===== config.mk =====
export PLATFORM = sky130hd
export DESIGN_NAME = tccs_isqrt
export DESIGN_NICKNAME = d
export VERILOG_FILES = /design/src/rtl/tccs_isqrt.sv
export SDC_FILE = /design/constraint.sdc
export NUM_CORES = 1
export LEC_CHECK = 0
export BUFFER_PORTS_ARGS = -buffer_cell sky130_fd_sc_hd__buf_4
export CAP_MARGIN = 20
export CORE_MARGIN = 4
export CORE_UTILIZATION = 65
export CTS_CLUSTER_SIZE = 10
export DETAILED_ROUTE_END_ITERATION = 10
export PLACE_DENSITY_LB_ADDON = 0.12
export SYNTH_ARGS = -nofsm -noshare
export SYNTH_HDL_FRONTEND = slang
export SYNTH_SLANG_ARGS = --single-unit

===== constraint.sdc =====
create_clock -name i_clk -period 7 [get_ports i_clk]
set_clock_uncertainty 0.05 [all_clocks]
set_input_delay 1.05 -clock i_clk [delete_from_list [all_inputs] [get_ports i_clk]]
set_output_delay 1.05 -clock i_clk [all_outputs]
set_load 0.005 [all_outputs]

===== src/rtl/tccs_isqrt.sv =====
module tccs_isqrt #(
    parameter int N = 16
) (
    input  logic           i_clk,
    input  logic           i_en,
    input  logic [2*N-1:0] i_n,
    output logic [N-1:0]   o_root
);
    localparam int RW = 2*N + 2;

    logic [RW-1:0] r_rem  [N];
    logic [N-1:0]  r_root [N];

    // one result bit per stage, most significant first
    for (genvar j = 0; j < N; j++) begin : g_stage
        localparam int K = N - 1 - j;
        logic [RW-1:0] rem_in;
        logic [N-1:0]  root_in;
        logic [RW-1:0] trial;

        if (j == 0) begin : g_first
            assign rem_in  = RW'(i_n);
            assign root_in = '0;
        end else begin : g_next
            assign rem_in  = r_rem[j-1];
            assign root_in = r_root[j-1];
        end

        assign trial = (RW'(root_in) << (K + 1)) + (RW'(1) << (2 * K));

        always_ff @(posedge i_clk) begin
            if (i_en) begin
                if (rem_in >= trial) begin
                    r_rem[j]  <= rem_in - trial;
                    r_root[j] <= root_in | (N'(1) << K);
                end else begin
                    r_rem[j]  <= rem_in;
                    r_root[j] <= root_in;
                end
            end
        end
    end

    assign o_root = r_root[N-1];
endmodule


# Yosys cells after proc, flatten, opt, wreduce, memory -nomap -nowiden
# Memories as Yosys holds them, arrays and structs flattened.
# Index checks and enable logic that the tools add are counted.
# W data, S select, Z words.
# op_classes
n_addsub	31
multipliers	0
n_div	0
reduce_logical	0
magnitude_cmp	16
shift	0
muxes	128
bitwise	32
n_eq_ne	0
# ops
op	count
$mux W34	16
$mux W16	16
$mux W1	96
$ge A34 B18 Y1	1
$ge A34 B19 Y1	1
$ge A34 B20 Y1	1
$ge A34 B21 Y1	1
$ge A34 B22 Y1	1
$ge A34 B23 Y1	1
$ge A34 B24 Y1	1
$ge A34 B25 Y1	1
$ge A34 B26 Y1	1
$ge A34 B27 Y1	1
$ge A34 B28 Y1	1
$ge A34 B29 Y1	1
$ge A34 B30 Y1	1
$ge A34 B31 Y1	1
$ge A34 B32 Y1	1
$sub A34 B18 Y34	1
$sub A34 B19 Y34	1
$sub A34 B20 Y34	1
$sub A34 B21 Y34	1
$sub A34 B22 Y34	1
$sub A34 B23 Y34	1
other kinds (27)	58
# totals
ramBits	800
mem_count	2
latchBits	0
mem_bits_ro	0
out_inout_bits	16
regBits	0
inputBits	34
# memory_table
memory	words	word_bits	read_ports	rd_clocked_by_memory_dff	wr	line	source
r_rem	16	34	15	0	16	11	logic [RW-1:0] r_rem [N];
r_root	16	16	16	0	16	12	logic [N-1:0] r_root [N];

# Depth between registers and ports, before layout
# An unclocked memory read counts as a cell.
# logic_depth
word_depth	7
depth_mapped	12

# Worst setup path before layout
# OpenSTA, ideal clock, no wires.
# synth_path
path_kind	input-to-reg
from	input port i_en
to	memory r_rem[1][0] (netlist bit), enable pin
stages	4
setup_slack_ps	3504
arrival_ps	3031
required_time_ps	6535
path_buffers	4
path_cell_list	clkbuf_1 -> clkbuf_1 -> clkbuf_1 -> clkbuf_1
# synth_rtl
element	line	source
start, declared	5	input logic i_en,
end, declared	11	

==> impl_metrics.tcl <==
set metrics [dict create \
    outcome "finished, final reports clean" \
    period_share 0.5146 \
    clkSinkCount 645 \
    cts_hold_buf 0 \
    overflow 0 \
    synth-edff-count 645 \
    regArea_um2 19370 \
    cts_setup_buffers 0 \
    grt_usage 0.2550 \
    clock_path_buffers 3 \
    vias 19520 \
    synth_flop_cell "edfxtp_1" \
    min_from "r_rem[1][74]" \
    p_switching_uw 2616 \
    fillerInstances 3019 \
    p_sw_frac 0.2630 \
    p_seq_frac 0.515 \
    clk_pin_slew_ns 0.05 \
    grt_max_degree 105 \
    final_net_count 2695 \
    power.share.combinational 0.140 \
    fin_tns_setup_ns 0 \
    internal_power_uw 7330 \
    synth_nets 2610 \
    cts_root_buf "clkbuf_16" \
    startpoint_type "register" \
    antenna_found_initial 0 \
    drc_errors 0 \
    ff2ff_setup_slack_ns 3.40 \
    cts_tree "yes" \
    grt_pass1_vias 19260 \
    hold_path_depth 0 \
    design.die.area_um2 51230 \
    routedWlPerCell_um 20.66 \
    power_frac_clock 0.345 \
    drt-total-wl_um 64830 \
    ir_drop_mv 0.2281 \
    num_antenna_cells 0 \
    clk_latency_ns 0.62 \
    final_cell_mix "645 x edfxtp_1, 175 x inv_1, 171 x nand2_1" \
    chipWidth_um 226.3 \
    leakagePower_uw 0.01272 \
    via_per_inst 6.223 \
    grt_pass1_wl_um 102800 \
    place.gp.congestion 0.9366 \
    synth_async_sr_flop_share 0 \
    fin_crit_ns 3.602 \
    required_ns 7.31 \
    dp_hpwl_um 46450 \
    drt-pass1-iter-count 7 \
    fmax_mhz 277.6 \
    holdPathEnd "r_rem[1][108]" \
    cts-resized-gates 0 \
    post_route_cells_drive_above_1_share 0.08182 \
    ys_seq_area_frac 0.6251 \
    rsz0062_at_grt "no" \
    ys_types 84 \
    rows 79 \
    area_growth_pct 10.14 \
    hold_class "register to register" \
    netlist_instances 2426 \
    tightestPinTransition_ns 1.083 \
    yosys_warnings 0 \
    drt_iter0_markers 1763 \
    ios 50 \
    layout_commonest_cell "edfxtp_1" \
    start_util 0.6614 \
    setup_viol 0 \
    syn_area_um2 30990 \
    instances_no_fill 3137 \
    crit_path_end_kind "register" \
    ys_ff_latch 645 \
    multi_input_area_um2 10710 \
    core_area_um2 46850 \
    cts_made_buffers 76 \
    cp_max_fo 27 \
    maxSlewHeadroom 0.2716 \
    ant_nets 0 \
    r2r_end "r_rem[1][122]" \
    cellPowerDensity_nw_per_um2 291.4 \
    h-tree-depth 3 \
    synth.avg_cell_area_um2 12.77 \
    r2r-start "r_root[1][37]" \
    cap_violations 0 \
    portBuffers 49 \
    reg2reg_depth 9 \
    die_h_um 226.3 \
    worstSetupPathType "register to register" \
    dp.cells 3038 \
    hold_viol_final 0 \
    slew_violations 0 \
    cp.arrival_ns 3.91 \
]
==> critical path, stage by stage, from the launching register on <==
cell and delay (ns):
edfxtp_1 0.47, inv_1 0.08, ha_1 0.36, nor2b_1 0.15
o21ai_0 0.17, a21o_1 0.23, a21oi_1 0.60, a21o_1 0.80
nor4bb_1 0.36, nor2_1 0.08
==> synth_stat cells (10+ instances only) <==
cell        n  area share
edfxtp_1  645        0.63
inv_1     175       0.021
nand2_1   171       0.021
ha_1      150       0.061
o21ai_0   136       0.022
nor2_1    126       0.015
xor2_1    113       0.032
a21oi_1   108       0.017
xnor2_1   107       0.030
nor3_1     87       0.014
nor4_1     83       0.017
nand4_1    40      0.0081
clkbuf_1   39      0.0047
nand2b_1   29      0.0059
a21o_1     28      0.0068
nand3_1    28      0.0045
o21a_1     28      0.0068
nor2b_1    22      0.0044
or4_1      22      0.0053
or3_1      19      0.0038
nor4b_1    18      0.0051
a211oi_1   16      0.0039
buf_2      14      0.0023
o211ai_1   12      0.0029
mux2_2     11      0.0040
nand3b_1   11      0.0027
o31ai_1    11      0.0027
and4b_1    10      0.0032
nand4b_1   10      0.0028
==> layout make-up <==
cell class,instances,area share
clock buffer,82,0.05639
sequential,645,0.5676
inverter,177,0.01954
timing repair buffer,64,0.01470
clock inverter,15,0.005830
tap,607,0.02225
multi-input combinational,1547,0.3137
==> sequential cells by signal (all words and copies together) (netlist names) <==
signal  flops
r_rem     509
r_root    136
==> metal layers <==
metal	wire, um	global-route usage	vias up
met5	0	0	-
met4	2165	0.08778	0
met3	3521	0.04078	151
met2	33340	0.4546	667
met1	25800	0.3198	9429
li1	-	-	9275
==> kinds of logic after synthesis <==
family / after synthesis / share of synthesized area
simple gates: 737 / 0.1292
fa+ha+maj: 150 / 0.06057
mux: 19 / 0.006582
xor+xnor: 220 / 0.06218
compound gates: 421 / 0.08641
flops: 645 / 0.6251
buf+inv: 234 / 0.02996
==> how the worst max path moves through the flow <==
stage / from / endpoint / slack (ns)
final: r_root[1][37] / r_rem[1][122] / 3.40
after global routing: r_root[1][37] / r_rem[1][122] / 3.13
after CTS: r_rem[1][121] / r_rem[1][146] / 3.33
after detailed placement: i_en / r_rem[0][167] / 2.90
after global placement: i_en / r_rem[0][167] / 2.99
after floorplan: i_en / r_rem[1][0] / 3.50
==> power by group through the flow <==
stage | combinational [uW] | sequential, uW | clock (uW)
finish | 1390 | 5120 | 3430
global placement | 1310 | 5180 | 0
CTS | 1380 | 5120 | 3490
floorplan | 1080 | 5030 | 0
detailed placement | 1370 | 5190 | 0
global route | 1550 | 5160 | 3670
==> per-stage QoR <==
stage	total power (uW)	cell area [um2]	utilization	hold slack, ns	worst slack [ns]
detailed placement	6554	31990	0.6827	0.3768	2.902
CTS	9988	34110	0.7280	0.3890	3.326
finish	9946	34130	0.7284	0.3884	3.398
floorplan	6108	30990	-	0.3666	3.504
global placement	6493	31980	0.6826	0.3777	2.988
global route	10370	34130	0.7284	0.4070	3.128
No activity file was read; power rests on OpenSTA's default activity.
