### src/rtl/tccs_pkg.sv
package tccs_pkg;

    typedef logic [31:0] t_angle;

    localparam int SAMPLE_WIDTH_DEF = 16;
    localparam int CORDIC_STEPS_DEF = 16;
    localparam int ATAN_STEPS       = 24;

    localparam int LIMIT_W      = 15;
    localparam int HEAD_W       = 15;
    localparam int SECT_W       = 3;
    localparam int Q_BITS       = 16;
    localparam int SINE_SHIFT   = 23;

    localparam logic [LIMIT_W-1:0] LIMIT_RESET = 15'd21063;
    localparam int HEAD_FULL = 23040;
    localparam int DEG25     = 1600;
    localparam int DEG340    = 21760;
    localparam int DEG45     = 2880;

    localparam t_angle ATAN_TAB [ATAN_STEPS] = '{
        32'd536870912, 32'd316933406, 32'd167458907, 32'd85004756,
        32'd42667331,  32'd21354465,  32'd10679838,  32'd5340245,
        32'd2670163,   32'd1335087,   32'd667544,    32'd333772,
        32'd166886,    32'd83443,     32'd41722,     32'd20861,
        32'd10430,     32'd5215,      32'd2608,      32'd1304,
        32'd652,       32'd326,       32'd163,       32'd81
    };

endpackage

### src/rtl/tccs_div.sv
module tccs_div #(
    parameter int NW = 16,
    parameter int DW = 25
) (
    input  logic                    i_clk,
    input  logic                    i_en,
    input  logic [NW-1:0]           i_num,
    input  logic [DW-1:0]           i_den,
    output logic [tccs_pkg::Q_BITS-1:0] o_quo
);
    import tccs_pkg::*;

    localparam int RW = NW + DW + Q_BITS + SINE_SHIFT;

    logic [RW-1:0]     r_rem [Q_BITS];
    logic [DW-1:0]     r_den [Q_BITS];
    logic [Q_BITS-1:0] r_quo [Q_BITS];

    // restoring division, one quotient bit per stage
    for (genvar j = 0; j < Q_BITS; j++) begin : g_stage
        localparam int K = Q_BITS - 1 - j;
        logic [RW-1:0]     rem_in;
        logic [DW-1:0]     den_in;
        logic [Q_BITS-1:0] quo_in;
        logic [RW-1:0]     sub;

        if (j == 0) begin : g_first
            assign rem_in = RW'(i_num) << SINE_SHIFT;
            assign den_in = i_den;
            assign quo_in = '0;
        end else begin : g_next
            assign rem_in = r_rem[j-1];
            assign den_in = r_den[j-1];
            assign quo_in = r_quo[j-1];
        end

        assign sub = RW'(den_in) << K;

        always_ff @(posedge i_clk) begin
            if (i_en) begin
                r_den[j] <= den_in;
                if (rem_in >= sub) begin
                    r_rem[j] <= rem_in - sub;
                    r_quo[j] <= quo_in | (Q_BITS'(1) << K);
                end else begin
                    r_rem[j] <= rem_in;
                    r_quo[j] <= quo_in;
                end
            end
        end
    end

    assign o_quo = r_quo[Q_BITS-1];
endmodule

### config.mk
export PLATFORM = sky130hd
export DESIGN_NAME = tccs_div
export DESIGN_NICKNAME = d
export VERILOG_FILES = /design/src/rtl/tccs_pkg.sv /design/src/rtl/tccs_div.sv
export SDC_FILE = /design/constraint.sdc
export NUM_CORES = 2
export LEC_CHECK = 0
export BUFFER_PORTS_ARGS = -buffer_cell sky130_fd_sc_hd__clkbuf_2
export CAP_MARGIN = 15
export CORE_ASPECT_RATIO = 1.75
export CORE_MARGIN = 2
export CORE_UTILIZATION = 55
export DETAILED_ROUTE_END_ITERATION = 8
export PLACE_DENSITY = 0.71
export SLEW_MARGIN = 10
export SYNTH_ARGS = -nofsm -noshare
export SYNTH_HDL_FRONTEND = slang
export SYNTH_SLANG_ARGS = --single-unit
### constraint.sdc
create_clock -name i_clk -period 10.5 [get_ports i_clk]
set_clock_uncertainty 0.1 [all_clocks]
set_input_delay 3.15 -clock i_clk [delete_from_list [all_inputs] [get_ports i_clk]]
set_output_delay 3.15 -clock i_clk [all_outputs]
set_load 0.02 [all_outputs]
Word level (Yosys, flattened, before mapping). Memory sizes are Yosys's and may differ from the RTL's. Index checks and enable logic that the tools add are counted.

Add/sub/neg operators: 16. Multipliers: 0. Div/mod/pow operators: 0. $lt $le $gt $ge: 16. Eq/ne operators: 0. Shift-type cells: 0. Muxes and demuxes: 130. Bitwise logic cells: 32. Reduce and logical (&&, ||, !) cells: 0.

Operator list (count): two-way mux 80 bit (16); two-way mux 16 bit (16); two-way mux 1 bit (98); >= comparator 80 x 25 -> 1 bit (1); >= comparator 80 x 26 -> 1 bit (1); >= comparator 80 x 27 -> 1 bit (1); >= comparator 80 x 28 -> 1 bit (1); >= comparator 80 x 29 -> 1 bit (1); >= comparator 80 x 30 -> 1 bit (1); >= comparator 80 x 31 -> 1 bit (1); >= comparator 80 x 32 -> 1 bit (1); >= comparator 80 x 33 -> 1 bit (1); >= comparator 80 x 34 -> 1 bit (1); >= comparator 80 x 35 -> 1 bit (1); >= comparator 80 x 36 -> 1 bit (1); >= comparator 80 x 37 -> 1 bit (1); >= comparator 80 x 38 -> 1 bit (1); >= comparator 80 x 39 -> 1 bit (1); subtractor 80 x 25 -> 80 bit (1); subtractor 80 x 26 -> 80 bit (1); subtractor 80 x 27 -> 80 bit (1); subtractor 80 x 28 -> 80 bit (1); subtractor 80 x 29 -> 80 bit (1); subtractor 80 x 30 -> 80 bit (1); 12 further kinds (43).

Flip-flop bits (word level): 0. Latch bits: 0. RAM bits: 1936. ROM bits: 0. Output and inout bits: 16. Memories: 3.

Memories: r_rem (words 16, width 80, read ports 15, clocked after memory_dff 0, write ports 16, line tccs_div.sv:15) `logic [RW-1:0] r_rem [Q_BITS];`; r_den (words 16, width 25, read ports 15, clocked after memory_dff 0, write ports 16, line tccs_div.sv:16) `logic [DW-1:0] r_den [Q_BITS];`; r_quo (words 16, width 16, read ports 16, clocked after memory_dff 0, write ports 16, line tccs_div.sv:17) `logic [Q_BITS-1:0] r_quo [Q_BITS];`.

Longest topological paths before layout. An unclocked memory read counts as a cell.

Depth after elaboration: 6. Depth in mapped cells: 15.

Worst setup path after synthesis. Ideal clock, no wire load.

Path kind: in2reg. From: input i_en. To: memory r_quo[14][4], in the netlist r_quo[1][100] (enable). Setup time: 0.486 ns. Arrival: 6.227 ns. Slack: 3.687 ns. Cell stages on the path: 3. Buffers on the path: 3. Cell sequence: clkbuf_1 > clkbuf_1 > clkbuf_1.

RTL lines: start: declaration (line tccs_div.sv:6) `input logic i_en,`; end: declaration (line tccs_div.sv:17).

==> results_dict.tcl <==
set metrics [dict create \
    critPathMaxStageDelay_ns 1.04 \
    final_layout_size_suffix_gt1_frac 0.0635 \
    area_growth_pct 9.07 \
    dr.first_iter.drc_count 2992 \
    setup.worst_path.start_class "input port" \
    endpoint "r_rem[1][318]" \
    die_w_um 302 \
    gp_congestion 1.06 \
    slowest_stage "nor4bb_1" \
    synth_ff_type "edfxtp_1" \
    criticalPathCategory "input port to register" \
    cts_buffer_depth 4 \
    grt_pass1_vias 61400 \
    max_cap_violations 0 \
    dp_hpwl_mm 168 \
    hold_path_class "register to register" \
    outcome "complete, no violations" \
    antenna_found_initial 4 \
    ir_drop_v 0.000151 \
    yosys_warnings 0 \
    numPortBuffers 58 \
    swShare 0.333 \
    grt_use_met2 0.572 \
    holdWs_ns 0.312 \
    setup_viol 0 \
    htree_num_levels 4 \
    ys_seq_elements 1552 \
    synth_area_leaders "edfxtp_1 (54%), ha_1 (5.8%), xor2_1 (4.9%)" \
    ys_seq_area_frac 0.545 \
    first_pass_iters 7 \
    grt_max_degree 192 \
    floorplan.initialDensity 0.553 \
    cp-end-kind "register" \
    crit_chain "buf_12 -> buf_4 -> nor3b_1 -> nand3_1 -> a2111oi_4 -> buf_4 -> nor4bb_1 -> nand3_1 -> nor2_1 -> nor4bb_1 -> xor2_1" \
    rsz0062_at_grt "false" \
    rows 191 \
    setup-tns-final_ns 0 \
    synth_common_cells "edfxtp_1 (1552), nand2_1 (688), inv_1 (498)" \
    synth_edf_count 1552 \
    required_ns 10.95 \
    drt-total-wl_mm 213 \
    r2r_start "r_den[1][74]" \
    nNetsFinal 8250 \
    timing.rr.end "r_rem[1][318]" \
    seqPwrFrac 0.418 \
    slew-limit-headroom 0.165 \
    antenna_left 0 \
    drc 0 \
    root_buffer "clkbuf_16" \
    synth_top_area_cell "edfxtp_1" \
    rrSetupSlack_ns 4.90 \
    design.core.area_um2 155000 \
    synth_top_area_share 0.545 \
    die_area_um2 159000 \
    clock-sinks 1552 \
    wl_per_cell_um 21.4 \
    power.internal_uw 14500 \
    cp_max_fo 138 \
    cts_hold_buf 0 \
    tightest_slew_ns 1.25 \
    clk_latency_ns 0.82 \
    cts_buffers 156 \
    hold_viol 0 \
    utilization 0.603 \
    cts_resized 0 \
    grt_pass1_wl_mm 324 \
    met1_usage 0.184 \
    busiest_layer "met2" \
    cts_tree "built" \
    grt_usage 0.268 \
    die_h_um 526 \
    syn_area_um2 85500 \
    met3_usage 0.0275 \
    cp.arrival_ns 6.92 \
    postSynthAreaPerCell_um2 11.1 \
    p_leak_uw 0.0344 \
    synthArstFlopShare 0 \
    vias_per_cell 5.88 \
    worstRegToRegCells 13 \
    clkPwrFrac 0.257 \
    fin_total_pwr_uw 21700 \
    num_vias 58400 \
    synthCells 7704 \
    clk_pin_slew_ns 0.06 \
    p_switching_uw 7230 \
    worstSetupStartpoint "i_en" \
    p_per_area_nw_per_um2 233 \
    postCtsSetupBuffers 0 \
    max_freq_ghz 0.155 \
    combPwrFrac 0.325 \
    fin_crit_sh 0.616 \
    syn_nets 8159 \
    ys_types 103 \
    io_pins 59 \
    grt_overflow_total 0 \
    period_needed_ns 6.46 \
    post-synth-top-count-cell "edfxtp_1" \
    slew_viol_final 0 \
]
[cell families (layout without fill, tap and decap cells)]
group,Yosys count,in the layout,synth area share
AOI/OAI and AO/OA,1500,1500,0.109
xor gates and xnor gates,910,910,0.0932
adders and majority gates,412,412,0.0615
buffers and inverters,700,896,0.0313
DFF,1552,1552,0.545
muxes,36,36,0.00473
other,0,1,0
and+or+nand+nor,2594,2594,0.155
[state kept, by name, indices dropped and copies added, names as in the netlist]
| signal | cells |
|---|---|
| r_quo | 136 |
| r_rem | 1041 |
| r_den | 375 |
[layer usage]
layer  vias to the layer above  share of wire  routed length [µm]
li1                      28500              -                   -
met1                     27700           0.27               57300
met2                      1394           0.60              128000
met3                       758          0.024                5100
met4                         0           0.11               22500
met5                         -              0                   0
[cells in the final DEF (no fill, tap or decap), types with 144 or more instances in the layout]
master | Yosys | routed
clkbuf_16 | 0 | 161
nor2_1 | 463 | 463
nand3_1 | 184 | 184
ha_1 | 398 | 398
a21o_1 | 199 | 199
o21ai_0 | 485 | 484
inv_1 | 498 | 498
nor3_1 | 283 | 279
nor4_1 | 190 | 187
xor2_1 | 479 | 479
nand2_1 | 688 | 688
or3_1 | 144 | 144
xnor2_1 | 431 | 431
a21oi_1 | 379 | 378
edfxtp_1 | 1552 | 1552
[critical path, delay by kind of cell]
| kind | cells | cell delay [ns] |
|---|---|---|
| AOI/OAI and AO/OA | 1 | 0.07 |
| xor gates and xnor gates | 1 | 0.11 |
| buffers and inverters | 3 | 0.90 |
| and+or+nand+nor | 6 | 2.56 |
[worst min-delay path by stage]
stage            startpoint             to  slack, ns  cells after the start
6_report       r_quo[1][72]   r_quo[1][88]       0.31                      0
5_1_grt        r_quo[1][30]   r_quo[1][46]       0.32                      0
4_1_cts        r_quo[1][72]   r_quo[1][88]       0.31                      0
3_5_place_dp   r_quo[0][77]   r_quo[0][93]       0.30                      0
3_3_place_gp   r_quo[1][12]   r_quo[1][28]       0.30                      0
2_1_floorplan  r_quo[0][90]  r_quo[0][106]       0.30                      0
[area by class of cell]
class | count | area [µm²]
Multi-Input combinational cell | 5452 | 36300
Tap cell | 2026 | 2530
Clock buffer | 183 | 4110
Timing Repair Buffer | 135 | 900
Fill cell | 12400 | 61300
Sequential cell | 1552 | 46600
Clock inverter | 80 | 933
Antenna cell | 1 | 2.50
Inverter | 498 | 1870
[power by group through the flow]
stage | registers [µW] | logic, µW | clock network [µW]
final | 9070 | 7060 | 5580
after floorplan | 8940 | 5210 | 0
after global routing | 9190 | 7800 | 5910
after CTS | 9050 | 7010 | 5680
after detailed placement | 9170 | 6990 | 0
after global placement | 9150 | 6840 | 0
[stage by stage]
step	area [µm²]	instances	setup WS [ns]
after detailed placement	88200	9660	3.33
after floorplan	85500	7704	3.69
after global placement	88200	9659	3.41
after CTS	93300	9923	4.22
after global routing	93300	9927	3.92
final	93300	9927	4.04
Note: power is estimated with default switching activity, not from simulation.
